File: src/rtl/core/hrsp_pkg.sv
// Shared types, codes and character tables for the response stream parser.
`default_nettype none

package hrsp_pkg;

    // Default width of the body length count
    localparam int LENGTH_BITS_DEF = 16;

    // Parse phase codes
    localparam logic [2:0] PH_PRE    = 3'd0;
    localparam logic [2:0] PH_STATUS = 3'd1;
    localparam logic [2:0] PH_HSTART = 3'd2;
    localparam logic [2:0] PH_NAME   = 3'd3;
    localparam logic [2:0] PH_SPACES = 3'd4;
    localparam logic [2:0] PH_VALUE  = 3'd5;
    localparam logic [2:0] PH_BODY   = 3'd6;

    // Byte kind tags
    localparam logic [2:0] KIND_SKIP   = 3'd0;
    localparam logic [2:0] KIND_STATUS = 3'd1;
    localparam logic [2:0] KIND_NAME   = 3'd2;
    localparam logic [2:0] KIND_VALUE  = 3'd3;
    localparam logic [2:0] KIND_BODY   = 3'd4;

    // Characters of interest
    localparam logic [7:0] CH_CR    = 8'h0D;
    localparam logic [7:0] CH_LF    = 8'h0A;
    localparam logic [7:0] CH_COLON = 8'h3A;
    localparam logic [7:0] CH_SPACE = 8'h20;
    localparam logic [7:0] CH_ZERO  = 8'h30;
    localparam logic [7:0] CH_NINE  = 8'h39;
    localparam logic [7:0] CH_UC_A  = 8'h41;
    localparam logic [7:0] CH_UC_Z  = 8'h5A;
    localparam logic [7:0] CASE_GAP = 8'h20;

    // Length of the header name that carries the body length
    localparam logic [3:0] NAME_LEN = 4'd14;

    // Line-end flags of one result
    typedef struct packed {
        logic status_line_end;
        logic header_line_end;
        logic headers_end;
        logic message_end;
    } hrsp_flags_t;

    // Fold upper-case ASCII letters to lower case
    function automatic logic [7:0] to_lower(input logic [7:0] c);
        if (c >= CH_UC_A && c <= CH_UC_Z)
            return c + CASE_GAP;
        else
            return c;
    endfunction

    // "content-length", lower case, one character per position
    function automatic logic [7:0] name_char(input logic [3:0] idx);
        logic [7:0] ch;
        case (idx)
            4'd0:    ch = 8'h63; // c
            4'd1:    ch = 8'h6F; // o
            4'd2:    ch = 8'h6E; // n
            4'd3:    ch = 8'h74; // t
            4'd4:    ch = 8'h65; // e
            4'd5:    ch = 8'h6E; // n
            4'd6:    ch = 8'h74; // t
            4'd7:    ch = 8'h2D; // -
            4'd8:    ch = 8'h6C; // l
            4'd9:    ch = 8'h65; // e
            4'd10:   ch = 8'h6E; // n
            4'd11:   ch = 8'h67; // g
            4'd12:   ch = 8'h74; // t
            4'd13:   ch = 8'h68; // h
            default: ch = 8'h00;
        endcase
        return ch;
    endfunction

endpackage

`default_nettype wire

File: src/rtl/core/http_response_stream_parser_core.sv
// Top level of the response stream parser: input register, parse step, result register.
//
// Usage:
//   Bytes of an HTTP-style response enter on stream_byte with in_valid/in_ready.
//   Every byte gives exactly one result on out_valid/out_ready: the byte itself,
//   its kind tag, the four line-end flags and the body length after the byte.
// Order: a transferred byte is held in the input register, parsed combinationally
//   once the result register has room, and then loaded into the result register,
//   which shows it on the result port until the output transfer takes it.
// Throughput: one byte per cycle while out_ready stays high; the parse step is a
//   single shallow update of the phase, name match, decimal accumulator and body
//   counter, all combinational between the input register and the result register.
// Stall: while the receiver holds out_ready low, the result register keeps its
//   transfer, the input register keeps one more byte, and in_ready then falls.
//   No byte is lost or repeated.
// Reset: rst_n clears both registers to empty and the parser to awaiting a
//   status line with a zero body length.
`default_nettype none

module http_response_stream_parser_core
    import hrsp_pkg::*;
#(
    parameter int LENGTH_BITS = LENGTH_BITS_DEF
)
(
    input  wire logic                   clk,
    input  wire logic                   rst_n,
    input  wire logic                   in_valid,
    output logic                        in_ready,
    input  wire logic [7:0]             stream_byte,
    output logic                        out_valid,
    input  wire logic                   out_ready,
    output logic [7:0]                  out_byte,
    output logic [2:0]                  byte_kind,
    output logic                        status_line_end,
    output logic                        header_line_end,
    output logic                        headers_end,
    output logic                        message_end,
    output logic [LENGTH_BITS-1:0]      body_length
);

    logic                   held_valid;
    logic [7:0]             held_byte;
    logic                   out_free;
    logic                   step;
    logic [2:0]             res_kind;
    hrsp_flags_t            res_flags;
    hrsp_flags_t            out_flags;
    logic [LENGTH_BITS-1:0] res_length;

    // A byte is parsed when it is held and the result register has room
    assign step = held_valid && out_free;

    hrsp_in_stage u_in_stage (
        .clk         (clk),
        .rst_n       (rst_n),
        .in_valid    (in_valid),
        .in_ready    (in_ready),
        .stream_byte (stream_byte),
        .take        (step),
        .held_valid  (held_valid),
        .held_byte   (held_byte)
    );

    hrsp_parser #(
        .LENGTH_BITS (LENGTH_BITS)
    ) u_parser (
        .clk    (clk),
        .rst_n  (rst_n),
        .step   (step),
        .c      (held_byte),
        .kind   (res_kind),
        .flags  (res_flags),
        .length (res_length)
    );

    hrsp_out_stage #(
        .LENGTH_BITS (LENGTH_BITS)
    ) u_out_stage (
        .clk         (clk),
        .rst_n       (rst_n),
        .load        (step),
        .res_byte    (held_byte),
        .res_kind    (res_kind),
        .res_flags   (res_flags),
        .res_length  (res_length),
        .out_ready   (out_ready),
        .out_valid   (out_valid),
        .free        (out_free),
        .out_byte    (out_byte),
        .byte_kind   (byte_kind),
        .out_flags   (out_flags),
        .body_length (body_length)
    );

    assign status_line_end = out_flags.status_line_end;
    assign header_line_end = out_flags.header_line_end;
    assign headers_end     = out_flags.headers_end;
    assign message_end     = out_flags.message_end;

endmodule

`default_nettype wire

File: src/rtl/core/hrsp_in_stage.sv
// Input register: holds one accepted byte until the parser step takes it.
`default_nettype none

module hrsp_in_stage
    import hrsp_pkg::*;
(
    input  wire logic       clk,
    input  wire logic       rst_n,
    input  wire logic       in_valid,
    output logic            in_ready,
    input  wire logic [7:0] stream_byte,
    input  wire logic       take,
    output logic            held_valid,
    output logic [7:0]      held_byte
);

    logic       valid_reg;
    logic       valid_next;
    logic [7:0] byte_reg;

    // Room when empty or when the held byte leaves this cycle
    assign in_ready   = !valid_reg || take;
    assign valid_next = (in_valid && in_ready) || (valid_reg && !take);

    always_ff @(posedge clk or negedge rst_n)
    begin
        if (!rst_n)
            valid_reg <= 1'b0;
        else
            valid_reg <= valid_next;
    end

    // Payload, no reset
    always_ff @(posedge clk)
    begin
        if (in_valid && in_ready)
            byte_reg <= stream_byte;
    end

    assign held_valid = valid_reg;
    assign held_byte  = byte_reg;

endmodule

`default_nettype wire

File: src/rtl/core/hrsp_parser.sv
// Per-byte parse step: line state, name match, length accumulation, body count.
`default_nettype none

module hrsp_parser
    import hrsp_pkg::*;
#(
    parameter int LENGTH_BITS = LENGTH_BITS_DEF
)
(
    input  wire logic                   clk,
    input  wire logic                   rst_n,
    input  wire logic                   step,
    input  wire logic [7:0]             c,
    output logic [2:0]                  kind,
    output hrsp_flags_t                 flags,
    output logic [LENGTH_BITS-1:0]      length
);

    localparam int WIDE_BITS = LENGTH_BITS + 4;

    logic [2:0]             phase_reg,  phase_next;
    logic                   cr_reg,     cr_next;
    logic [3:0]             pos_reg,    pos_next;
    logic                   match_reg,  match_next;
    logic [LENGTH_BITS-1:0] acc_reg,    acc_next;
    logic                   open_reg,   open_next;
    logic [LENGTH_BITS-1:0] rem_reg,    rem_next;

    logic                   match_hs;
    logic [LENGTH_BITS-1:0] rem_dec;

    // acc * 10 + digit, saturating at all ones
    function automatic logic [LENGTH_BITS-1:0] acc_step(
        input logic [LENGTH_BITS-1:0] acc,
        input logic [7:0]             ch
    );
        logic [WIDE_BITS-1:0] ext;
        logic [WIDE_BITS-1:0] sum;
        logic [7:0]           diff;
        diff = ch - CH_ZERO;
        ext  = {4'b0000, acc};
        sum  = (ext << 3) + (ext << 1) + {{LENGTH_BITS{1'b0}}, diff[3:0]};
        if (|sum[WIDE_BITS-1:LENGTH_BITS])
            return '1;
        else
            return sum[LENGTH_BITS-1:0];
    endfunction

    // One name character against the target; returns {pos, match}
    function automatic logic [4:0] name_step(
        input logic [7:0] ch,
        input logic [3:0] pos,
        input logic       m
    );
        if (m && pos < NAME_LEN && to_lower(ch) == name_char(pos))
            return {pos + 4'd1, 1'b1};
        else
            return {pos, 1'b0};
    endfunction

    assign rem_dec = (rem_reg != '0) ? rem_reg - 1'b1 : rem_reg;

    // Next state and result of the current byte
    always_comb
    begin
        phase_next = phase_reg;
        cr_next    = cr_reg;
        pos_next   = pos_reg;
        match_next = match_reg;
        acc_next   = acc_reg;
        open_next  = open_reg;
        rem_next   = rem_reg;
        kind       = KIND_SKIP;
        flags      = '0;
        match_hs   = cr_reg ? 1'b0 : match_reg;

        unique case (phase_reg) inside
            PH_STATUS:
            begin
                if (c == CH_LF)
                begin
                    flags.status_line_end = 1'b1;
                    phase_next = PH_HSTART;
                    cr_next = 1'b0; pos_next = '0; match_next = 1'b1;
                    acc_next = '0;  open_next = 1'b1;
                end
                else if (c != CH_CR)
                    kind = KIND_STATUS;
            end
            PH_HSTART:
            begin
                if (c == CH_LF)
                begin
                    if (cr_reg)
                    begin
                        flags.headers_end = 1'b1;
                        if (rem_reg != '0)
                            phase_next = PH_BODY;
                        else
                        begin
                            flags.message_end = 1'b1;
                            phase_next = PH_PRE;
                        end
                    end
                    cr_next = 1'b0; pos_next = '0; match_next = 1'b1;
                    acc_next = '0;  open_next = 1'b1;
                end
                else if (c == CH_CR && !cr_reg)
                    cr_next = 1'b1;
                else
                begin
                    cr_next = 1'b0;
                    if (c == CH_COLON)
                    begin
                        match_next = 1'b0;
                        phase_next = PH_SPACES;
                    end
                    else if (c == CH_CR)
                    begin
                        // lone CR then CR: line starts, name cannot match
                        match_next = 1'b0;
                        cr_next    = 1'b1;
                        phase_next = PH_NAME;
                    end
                    else
                    begin
                        kind = KIND_NAME;
                        {pos_next, match_next} = name_step(c, pos_reg, match_hs);
                        phase_next = PH_NAME;
                    end
                end
            end
            PH_NAME:
            begin
                if (c == CH_LF)
                begin
                    // no colon: line dropped
                    phase_next = PH_HSTART;
                    cr_next = 1'b0; pos_next = '0; match_next = 1'b1;
                    acc_next = '0;  open_next = 1'b1;
                end
                else if (c == CH_COLON)
                begin
                    match_next = match_reg && (pos_reg == NAME_LEN);
                    cr_next    = 1'b0;
                    phase_next = PH_SPACES;
                end
                else if (c == CH_CR)
                begin
                    match_next = 1'b0;
                    cr_next    = 1'b1;
                end
                else
                begin
                    kind    = KIND_NAME;
                    cr_next = 1'b0;
                    {pos_next, match_next} = name_step(c, pos_reg, match_reg);
                end
            end
            PH_SPACES, PH_VALUE:
            begin
                if (c == CH_LF)
                begin
                    if (cr_reg)
                    begin
                        flags.header_line_end = 1'b1;
                        if (match_reg)
                            rem_next = acc_reg;
                    end
                    phase_next = PH_HSTART;
                    cr_next = 1'b0; pos_next = '0; match_next = 1'b1;
                    acc_next = '0;  open_next = 1'b1;
                end
                else if (c == CH_CR)
                begin
                    cr_next    = 1'b1;
                    open_next  = 1'b0;
                    phase_next = PH_VALUE;
                end
                else
                begin
                    cr_next = 1'b0;
                    if (!(phase_reg == PH_SPACES && c == CH_SPACE))
                    begin
                        kind       = KIND_VALUE;
                        phase_next = PH_VALUE;
                        if (open_reg && c >= CH_ZERO && c <= CH_NINE)
                            acc_next = acc_step(acc_reg, c);
                        else
                            open_next = 1'b0;
                    end
                end
            end
            PH_BODY:
            begin
                kind     = KIND_BODY;
                rem_next = rem_dec;
                if (rem_dec == '0)
                begin
                    flags.message_end = 1'b1;
                    phase_next = PH_PRE;
                    cr_next = 1'b0; pos_next = '0; match_next = 1'b1;
                    acc_next = '0;  open_next = 1'b1;
                end
            end
            default:
            begin
                // waiting for the status line; unused code behaves the same
                if (c == CH_LF)
                begin
                    phase_next = PH_PRE;
                    cr_next = 1'b0; pos_next = '0; match_next = 1'b1;
                    acc_next = '0;  open_next = 1'b1;
                end
                else if (c == CH_CR && !cr_reg)
                begin
                    cr_next    = 1'b1;
                    phase_next = PH_PRE;
                end
                else
                begin
                    cr_next = 1'b0;
                    if (c != CH_CR)
                        kind = KIND_STATUS;
                    phase_next = PH_STATUS;
                end
            end
        endcase
    end

    assign length = rem_next;

    // State registers, updated once per byte taken
    always_ff @(posedge clk or negedge rst_n)
    begin
        if (!rst_n)
        begin
            phase_reg <= PH_PRE;
            cr_reg    <= 1'b0;
            pos_reg   <= '0;
            match_reg <= 1'b1;
            acc_reg   <= '0;
            open_reg  <= 1'b1;
            rem_reg   <= '0;
        end
        else if (step)
        begin
            phase_reg <= phase_next;
            cr_reg    <= cr_next;
            pos_reg   <= pos_next;
            match_reg <= match_next;
            acc_reg   <= acc_next;
            open_reg  <= open_next;
            rem_reg   <= rem_next;
        end
    end

endmodule

`default_nettype wire

File: src/rtl/core/hrsp_out_stage.sv
// Result register: holds one tagged byte until the receiver takes it.
`default_nettype none

module hrsp_out_stage
    import hrsp_pkg::*;
#(
    parameter int LENGTH_BITS = LENGTH_BITS_DEF
)
(
    input  wire logic                   clk,
    input  wire logic                   rst_n,
    input  wire logic                   load,
    input  wire logic [7:0]             res_byte,
    input  wire logic [2:0]             res_kind,
    input  wire hrsp_flags_t            res_flags,
    input  wire logic [LENGTH_BITS-1:0] res_length,
    input  wire logic                   out_ready,
    output logic                        out_valid,
    output logic                        free,
    output logic [7:0]                  out_byte,
    output logic [2:0]                  byte_kind,
    output hrsp_flags_t                 out_flags,
    output logic [LENGTH_BITS-1:0]      body_length
);

    logic                   valid_reg;
    logic [7:0]             byte_reg;
    logic [2:0]             kind_reg;
    hrsp_flags_t            flags_reg;
    logic [LENGTH_BITS-1:0] length_reg;

    // Free when empty or when the held result is taken this cycle
    assign free = !valid_reg || out_ready;

    always_ff @(posedge clk or negedge rst_n)
    begin
        if (!rst_n)
            valid_reg <= 1'b0;
        else if (free)
            valid_reg <= load;
    end

    // Payload, no reset
    always_ff @(posedge clk)
    begin
        if (load)
        begin
            byte_reg   <= res_byte;
            kind_reg   <= res_kind;
            flags_reg  <= res_flags;
            length_reg <= res_length;
        end
    end

    assign out_valid   = valid_reg;
    assign out_byte    = byte_reg;
    assign byte_kind   = kind_reg;
    assign out_flags   = flags_reg;
    assign body_length = length_reg;

endmodule

`default_nettype wire

File: config.mk
export PLATFORM = sky130hd
export DESIGN_NAME = http_response_stream_parser_core
export DESIGN_NICKNAME = d
export VERILOG_FILES = /design/src/rtl/core/hrsp_pkg.sv /design/src/rtl/core/http_response_stream_parser_core.sv /design/src/rtl/core/hrsp_in_stage.sv /design/src/rtl/core/hrsp_parser.sv /design/src/rtl/core/hrsp_out_stage.sv
export SDC_FILE = /design/constraint.sdc
export NUM_CORES = 1
export LEC_CHECK = 0
export BUFFER_PORTS_ARGS = -buffer_cell sky130_fd_sc_hd__buf_4
export CAP_MARGIN = 20
export CORE_ASPECT_RATIO = 0.9
export CORE_MARGIN = 4
export CORE_UTILIZATION = 55
export CTS_BUF_LIST = sky130_fd_sc_hd__clkbuf_4 sky130_fd_sc_hd__clkbuf_8
export DETAILED_ROUTE_END_ITERATION = 16
export GPL_TIMING_DRIVEN = 0
export PLACE_DENSITY_LB_ADDON = 0.08
export SYNTH_ARGS = -nofsm -noshare
export SYNTH_HDL_FRONTEND = slang
export SYNTH_SLANG_ARGS = --single-unit
File: constraint.sdc
create_clock -name clk -period 10.55 [get_ports clk]
set_input_delay 0.5275 -clock clk [delete_from_list [all_inputs] [get_ports clk]]
set_output_delay 0.5275 -clock clk [all_outputs]
set_load 0.05 [all_outputs]
==> metrics.txt, run 1 <==
outcome=finished, final reports clean; sw frac=0.3729; Max Cap Violations=0; antenna violations before repair=0; largest family of logic cells by synthesized area=compound AO/OA/AOI/OAI gates; Logic pwr share=0.333; input/output buffers=44; ys flop type=dfrtp_1; Mean Syn Cell Area=~9.9 sq um; Final Instance Area=6210 sq um; Synth Warn #=0; pre-CTS WS=approximately 6.5 ns; endpoint class of the critical path=flip-flop; largest net degree at the start of global routing=between 40 and 50; IO Pins=between 40 and 50; Cells after Synth=~560; vias=roughly 4500; multi-input logic area=~3000 sq um; Num CTS Buffers=9; Cell Int Power=about 0.0006 W; Worst Hold Class=input pin to asynchronous set/reset pin; drt total wl=about 13000 um; Core ar.=9699 sq um; Post-DP HPWL=between 9000 and 10000 um; initial core utilization=0.5671; Mapped Nets=about 610; setup TNS=0 ns; fin util=0.6402; Arr. time, crit path=~4.4 ns; clk buf depth=2; critical path class=flip-flop to flip-flop; CP max FO=10; Max VDD drop=0.08705 mV; distinct cell type count after synthesis=between 60 and 70; commonest non-fill, non-tap cell in the layout=nand2_1; Power Density=153.4 nW/um^2; fin. max-slew vios=0; area grow syn2layout=12.90%; post-cts hold buffer count=0; routed vias/inst=~6.1; diodes inserted=0; Layout fillers=just over 800; fin nets=about 670; minimum clock period=roughly 4.1 ns; Sequential Power Share=0.419; CTS Sinks=slightly above 80; Rows=34; die height=approximately 100 um; Post-Synth Adder-Cell Area=0.1005; asr flop ratio synth=0.5301; Post-synth EDFFs=39; CTS HTree Levels=3; area post-placement=between 6000 and 7000 sq um; Mapped Area=5500 sq um; Post-DRT Antenna Nets=0; Setup crit start=u_in_stage.held_byte[3]; Resized Gates After CTS=0; All-Layer GR Usage=0.2318; Yosys reg bits=between 80 and 90; clock power share=0.248; clk_lat worst skew=between 0.3 and 0.4 ns; total iterations of the first detailed-routing run=5; global-route wire length before repair=around 22000 um; xor/xnor share of the synthesized area=0.03344; worst r2r dst=u_parser.acc_reg[10]; r2r startpoint=u_in_stage.held_byte[3]; mux cell area share after synthesis=0.04140; CTS tree=built; FF+latch area=2275 sq um; Least-Margin Pin Slew=between 1 and 1.5 ns; Worst Setup EP=u_parser.acc_reg[10]; Critical Path RT=10.79 ns; RSZ-0062 raised after global routing=no; post-synthesis sequential area ratio=0.4136; post-synthesis compound-gate area fraction=0.1913; Pleak=about 2.8 nW; final worst-path cycle share=0.3917; Tot Pwr=roughly 0.00095 W; Initial DRC Count=357; most frequent cells in the layout=nand2_1, buf_4, dfrtp_1; vias in the first global route=~4300; Worst setup SP type=flip-flop; final setup fails=0; GP Congestion=0.9088; Root Driver=clkbuf_8; switching pwr=about 0.00036 W; simple-gate portion of the synthesized area=0.1852; Die ar.=~12000 sq um; worst clock skew=roughly 0.019 ns; final hold vios=0; residual DRC count=0; reg2reg setup slack=~6.4 ns; total congestion overflow=0; worst setup margin=around 6.4 ns; Clock transition at path regs=about 0.1 ns; ratio of cells with drive above 1 in the final layout=0.1489; drt wl/cell=roughly 18 um; Die Wd=around 110 um; relative slew slack=0.2571; postcts setup bufs=0; fmax=roughly 240 MHz; FF-to-FF path depth=11
-- metal layers --
layer | track usage | vias up | share of wire
met2 | 0.3456 | 144 | 0.43
li1 | - | 2220 | -
met1 | 0.3557 | 2174 | 0.50
met5 | 0 | - | 0
met4 | 0.06100 | 0 | 0.010
met3 | 0.03345 | 11 | 0.060
-- how the worst min path moves through the flow --
| stage | to | slack, ns | cells past startpoint |
|---|---|---|---|
| after floorplan | u_in_stage.held_valid | 0.23 | 0 |
| after global placement | u_out_stage.out_byte[0] | 0.43 | 0 |
| after detailed placement | u_out_stage.out_byte[4] | 0.44 | 0 |
| after CTS | u_parser.pos_reg[2] | 0.16 | 1 |
| after global routing | u_parser.pos_reg[2] | 0.19 | 1 |
| final | u_parser.pos_reg[2] | 0.15 | 1 |
-- critical path, stage by stage, from the launching register on --
cell	delay (ns)
edfxtp_1	0.45
fa_1	0.55
ha_1	0.33
a211oi_1	0.31
o21ai_0	0.15
o211a_1	0.19
a211o_1	0.31
or4_1	0.41
a31oi_1	0.57
clkbuf_1	0.39
nand3_1	0.13
a22o_1	0.22
-- cells by family after synthesis --
logic type / after synthesis
adders and majority gates: 43
muxes: 21
xor gates and xnor gates: 21
and+or+nand+nor: 196
buffers and inverters: 46
DFF: 83
AOI/OAI and AO/OA: 147
-- synthesized netlist by cell type (8+ instances only) --
library cell  instances  share of area
nor2_1               40          0.027
xnor2_1              10          0.016
nor3_1               14          0.013
ha_1                 41          0.093
nand3_1              22          0.020
a22o_1               16          0.025
xor2_1               11          0.018
edfxtp_1             39           0.21
nand2b_1              8         0.0091
mux2_2               14          0.029
a221o_1              11          0.020
nor4_1               10          0.011
a21oi_1              23          0.021
dfrtp_1              42           0.19
nand2_1              51          0.035
clkbuf_1             24          0.016
o21ai_0              35          0.032
inv_1                17          0.012
-- power by group through the flow --
| stage | clock, W | sequential, W | combinational, W |
|---|---|---|---|
| after global routing | 0.000254 | 0.000404 | 0.000346 |
| final | 0.000236 | 0.000399 | 0.000317 |
| after floorplan | 0 | 0.000441 | 0.000193 |
| after CTS | 0.000241 | 0.000399 | 0.000312 |
| after global placement | 0 | 0.000405 | 0.000307 |
| after detailed placement | 0 | 0.000405 | 0.000311 |
-- final cells by class --
class | instances | area share
inverters | 17 | 0.01028
clock inverters | 7 | 0.01229
plain buffers | 29 | 0.02055
multi-input cells | 428 | 0.4888
flip-flops and latches | 83 | 0.3663
repair buffers | 45 | 0.05642
clock buffers | 9 | 0.01995
well taps | 126 | 0.02539
-- stage by stage --
step | instances | hold WS, ns
global route | 744 | 0.1893
finish | 744 | 0.1473
CTS | 744 | 0.1609
floorplan | 557 | 0.2319
global placement | 727 | 0.4318
detailed placement | 728 | 0.4364
Note: power is estimated with default switching activity, not from simulation.
==> inputs of run 2 (changes only) <==
Clock period 10.55 ns to 3.8 ns, I/O delays scaled along.
==> metrics.txt, run 2 (synthesis results as in run 1) <==
endpoint class of the critical path=flip-flop; antenna violations before repair=0 (unchanged); GP Congestion=0.9088 (unchanged); Initial DRC Count=306 (-14%); fin nets=686 (+2.7%); met1 usage=0.3585 (+0.002773); input/output buffers=44 (unchanged); IO Pins=45 (unchanged); final worst-path cycle share=0.9659 (+0.5742); Core ar.=9699 sq um (unchanged); Clock transition at path regs=0.09 ns (about the same); M2 GR Usage=0.3515 (+0.005920); Sequential Power Share=0.412 (-0.007); Worst setup SP type=flip-flop; Num CTS Buffers=9 (unchanged); Top Usage Layer GRT=met1; Least-Margin Pin Slew=1.133 ns (+0.02879 ns); setup TNS=0 ns (unchanged); worst setup margin=0.1297 ns (-6.288 ns); Cell Int Power=0.001687 W (+180%); Critical Path RT=4.05 ns (-6.74 ns); Root Driver=clkbuf_8; Tot Pwr=0.002683 W (+180%); pre-CTS WS=-0.2877 ns (-6.750 ns); RSZ-0062 raised after global routing=no; most frequent cells in the layout=buf_4, nand2_1, nor2_1, ha_1; commonest non-fill, non-tap cell in the layout=buf_4; fmax=272.5 MHz (+13%); Max Cap Violations=0 (unchanged); final hold vios=0 (unchanged); area grow syn2layout=16.95%; die height=102.9 um (unchanged); Die Wd=113.4 um (unchanged); relative slew slack=0.2377 (-0.01937); outcome=finished, final reports clean; vias in the first global route=4305 (+1.2%); Max VDD drop=0.2489 mV (+190%); switching pwr=0.0009955 W (+180%); reg2reg setup slack=0.13 ns (-6.29 ns); Pleak=2.877 nW (+3.7%); drt wl/cell=17.53 um (-0.74%); Post-DP HPWL=9845 um (unchanged); CP max FO=7 (-3); CTS Sinks=83 (unchanged); total congestion overflow=0 (unchanged); Rows=34 (unchanged); critical path class=flip-flop to flip-flop; Logic pwr share=0.343 (+0.010); worst clock skew=0.01907 ns (-0.000008900 ns); Worst Hold Class=input pin to flip-flop; CTS HTree Levels=3 (unchanged); drt total wl=13360 um (+1.7%); clock power share=0.245 (-0.003); total iterations of the first detailed-routing run=5 (unchanged); All-Layer GR Usage=0.2345 (+0.002696); sw frac=0.3711 (-0.001813); residual DRC count=0 (unchanged); Post-DRT Antenna Nets=0 (unchanged); CTS tree=built; ratio of cells with drive above 1 in the final layout=0.1777 (+0.02881); global-route wire length before repair=21910 um (+1.2%); initial core utilization=0.5671 (unchanged); vias=4634 (+1.9%); largest net degree at the start of global routing=45 (unchanged); clk buf depth=2 (unchanged); Arr. time, crit path=3.92 ns (-0.45 ns); final setup fails=0 (unchanged); clk_lat worst skew=0.36 ns (about the same); Die ar.=11670 sq um (unchanged); fin. max-slew vios=0 (unchanged); Power Density=417.1 nW/um^2 (+170%); minimum clock period=3.670 ns (-0.4621 ns); routed vias/inst=6.081 (-0.54%); diodes inserted=0 (unchanged); GRT met3 Usage=0.03404 (+0.0005869)
==> run 2: cell count changes in the layout (fill, tap and decap cells not counted), moves of 2 or more <==
| cell | delta |
|---|---|
| dfrtp_2 | +3 |
| clkbuf_1 | -2 |
| dfrtp_1 | -3 |
| dlygate4sd3_1 | +9 |
| buf_4 | +9 |
==> run 2: area by class of cell <==
class | instances | area, sq um
inverters | 17 | 63.81
flip-flops and latches | 83 | 2278
clock buffers | 9 | 123.9
fillers | 784 | 3267
clock inverters | 7 | 76.32
well taps | 126 | 157.7
repair buffers | 63 | 508.0
plain buffers | 29 | 132.6
multi-input cells | 428 | 3092
==> run 2: worst max-delay path, stage by stage, from the launching register on <==
cell and delay, ns:
dfrtp_1 0.42, inv_1 0.12, ha_1 0.17, nor2b_4 0.18, nand4_1 0.17, or4_1 0.42, buf_2 0.18, a221o_1 0.35
or4_4 0.56, a211o_4 0.40, nor2_1 0.25, mux2_2 0.38
==> run 2: path summary, 6_finish.rpt <==
kind | startpoint | endpoint | depth (start not counted)
worst max-delay path | u_parser.rem_reg[1] | u_parser.phase_reg[1] | 11
worst min-delay path | in_valid | u_in_stage.held_valid | 2
worst max register to register | u_parser.rem_reg[1] | u_parser.phase_reg[1] | 11
worst min register to register | u_in_stage.held_byte[4] | u_out_stage.out_byte[4] | 0
max in group asynchronous | rst_n | u_parser.rem_reg[0] | 2
min in group asynchronous | rst_n | u_parser.pos_reg[2] | 2
==> run 2: stage by stage <==
stage | hold slack [ns] | cell area [sq um] | std cells | utilization
2_1_floorplan | -0.1056 | 5500 | 557 | -
3_3_place_gp | 0.2225 | 5988 | 727 | 0.6174
3_5_place_dp | 0.2213 | 6010 | 728 | 0.6196
4_1_cts | 0.009966 | 6316 | 753 | 0.6512
5_1_grt | 0.02908 | 6432 | 762 | 0.6632
6_report | 0.02314 | 6432 | 762 | 0.6632
==> run 2: routing by layer <==
| metal | routed length, um | vias up | part of all wire |
|---|---|---|---|
| li1 | - | 2253 | - |
| met1 | 6549 | 2216 | 0.49 |
| met3 | 804 | 13 | 0.060 |
| met2 | 5875 | 152 | 0.44 |
| met5 | 0 | - | 0 |
| met4 | 128 | 0 | 0.0096 |
==> run 2: power groups by stage <==
stage                     logic, W  registers, W  clock network [W]
after floorplan           0.000536       0.00122                  0
after global placement    0.000852       0.00112                  0
after detailed placement  0.000863       0.00112                  0
after CTS                 0.000875       0.00111           0.000668
after global routing       0.00101       0.00112           0.000706
final                     0.000920       0.00111           0.000657
==> run 2: timing repair <==
| item | in CTS | in global routing |
|---|---|---|
| endpoints found under the setup margin | 12 | 40 |
| resized for setup | 3 | 15 |
| hold buffers | 9 | 0 |
| hold endpoints to repair | 50 | 0 |
| setup buffers | 0 | 9 |
| pin swaps | 0 | 6 |
==> inputs of run 3 (changes only) <==
Settings changed: MAX_ROUTING_LAYER set to met4.
==> metrics.txt, run 3 (synthesis results as in run 1) <==
outcome=finished, final reports clean; CTS HTree Levels=3 (unchanged); final hold vios=0 (unchanged); initial core utilization=0.5671 (unchanged); largest net degree at the start of global routing=45 (unchanged); Num CTS Buffers=9 (unchanged); total iterations of the first detailed-routing run=5 (unchanged); final setup fails=0 (unchanged); Root Driver=clkbuf_8; residual DRC count=0 (unchanged); vias in the first global route=4378 (+1.7%); IO Pins=45 (unchanged); die height=102.9 um (unchanged); Max VDD drop=0.2602 mV (+4.6%); number of buffers and inverters on the critical path=2 (unchanged); worst clock skew=0.01531 ns (-0.003757 ns); most frequent cells in the layout=nand2_1, buf_4, dfrtp_1; Post-DRT Antenna Nets=0 (unchanged); endpoint class of the critical path=flip-flop; commonest non-fill, non-tap cell in the layout=nand2_1; Pleak=2.861 nW (-0.53%); input/output buffers=44 (unchanged); drt wl/cell=17.94 um (+2.3%); CP Cell Sequence=inv_1 > ha_2 > or3b_4 > or3_1 > buf_2 > o41ai_2 > nand3_1 > or4_4 > a211o_4 > nor2_1 > mux2_2; Post-DP HPWL=9987 um (+1.4%); diodes inserted=0 (unchanged); switching pwr=0.001021 W (+2.6%); Die ar.=11670 sq um (unchanged); Max Cap Violations=0 (unchanged); critical path class=flip-flop to flip-flop; sw frac=0.3853 (+0.01426); pre-CTS WS=-0.2960 ns (-0.008308 ns); worst setup margin=0.1162 ns (-0.01350 ns); reg2reg setup slack=0.12 ns (about the same); Tot Pwr=0.002650 W (-1.2%); Top Usage Layer GRT=met2; All-Layer GR Usage=0.2539 (+0.01932); Arr. time, crit path=3.93 ns (about the same); Worst Hold Class=input pin to flip-flop; M2 GR Usage=0.3780 (+0.02641); routed vias/inst=6.068 (-0.21%); final worst-path cycle share=0.9694 (+0.003552); Power Density=414.5 nW/um^2 (-0.62%); drt total wl=13640 um (+2.1%); Logic pwr share=0.344 (about the same); global-route wire length before repair=22670 um (+3.4%); fin. max-slew vios=0 (unchanged); fmax=271.5 MHz (-0.37%); hold slack=0.01699 ns (-0.006144 ns); Core ar.=9699 sq um (unchanged); total congestion overflow=0 (unchanged); GRT met3 Usage=0.03404 (unchanged); CP delay by family, top=simple AND/OR/NAND/NOR gates; Worst setup SP type=flip-flop; minimum clock period=3.684 ns (+0.01350 ns); delay of the slowest cell on the worst path=0.57 ns (about the same); Cell Int Power=0.001629 W (-3.5%); ratio of cells with drive above 1 in the final layout=0.1719 (-0.005749); Die Wd=113.4 um (unchanged); Least-Margin Pin Slew=0.9465 ns (-0.1865 ns); relative slew slack=0.3527 (+0.1150); vias=4612 (-0.47%); fin nets=684 (-0.29%); Rows=34 (unchanged); Worst path slowest cell=or4_4; clock power share=0.237 (-0.008); antenna violations before repair=0 (unchanged); clk buf depth=2 (unchanged); CTS Sinks=83 (unchanged); Clock transition at path regs=0.10 ns (about the same); area grow syn2layout=16.22%; met1 usage=0.3709 (+0.01240); fin util=0.6591 (-0.004128); Critical Path RT=4.05 ns (about the same); Initial DRC Count=307 (+0.33%); CP max FO=6 (-1); CTS tree=built; clk_lat worst skew=0.36 ns (about the same); GP Congestion=0.9247 (+1.7%); Sequential Power Share=0.419 (+0.007)
run 3: layer usage:
metal | vias up | part of all wire | routed length, um
met5 | - | 0 | 0
met4 | 0 | 0.0064 | 87
met3 | 10 | 0.067 | 908
met2 | 148 | 0.45 | 6178
met1 | 2206 | 0.47 | 6462
li1 | 2248 | - | -
run 3: timing repair:
| action | in CTS | in global routing |
|---|---|---|
| endpoints found under the setup margin | 13 | 26 |
| setup buffers | 0 | 6 |
| hold buffers | 9 | 0 |
| resized for setup | 4 | 11 |
| hold endpoints to repair | 50 | 0 |
| pin swaps | 0 | 3 |
run 3: layout make-up:
cell class / instances / area, sq um
plain buffers: 29 / 133.9
clock buffers: 9 / 123.9
clock inverters: 7 / 68.82
fillers: 776 / 3307
inverters: 17 / 63.81
multi-input cells: 428 / 3078
flip-flops and latches: 83 / 2276
well taps: 126 / 157.7
repair buffers: 61 / 490.5
run 3: final timing paths:
path / end / depth (start not counted) / from
setup / recovery: u_parser.phase_reg[1] / 11 / u_parser.rem_reg[1]
hold / removal: u_in_stage.held_valid / 2 / in_valid
setup reg to reg: u_parser.phase_reg[1] / 11 / u_parser.rem_reg[1]
hold reg to reg: u_out_stage.out_byte[4] / 0 / u_in_stage.held_byte[4]
max in group asynchronous: u_parser.rem_reg[0] / 2 / rst_n
min in group asynchronous: u_parser.pos_reg[2] / 2 / rst_n
run 3: worst register-to-register path, cell delays in order, from the launching register on:
cell and delay [ns]:
dfrtp_1 0.42, inv_1 0.11, ha_2 0.20, or3b_4 0.41, or3_1 0.31, buf_2 0.17, o41ai_2 0.28, nand3_1 0.11
or4_4 0.57, a211o_4 0.39, nor2_1 0.23, mux2_2 0.37
run 3: through the flow:
step	TNS [ns]	instances	cell area [sq um]
final	0	760	6392
after global routing	-0.01189	760	6392
after CTS	0	753	6314
after detailed placement	-2.822	728	6010
after global placement	-2.027	727	5988
after floorplan	0	557	5500
run 3: power groups by stage:
stage	Sequential, W	Clock, W	Combinational [W]
global placement	0.00113	0	0.000851
CTS	0.00111	0.000645	0.000878
detailed placement	0.00113	0	0.000866
floorplan	0.00122	0	0.000536
global route	0.00112	0.000691	0.00100
finish	0.00111	0.000629	0.000911
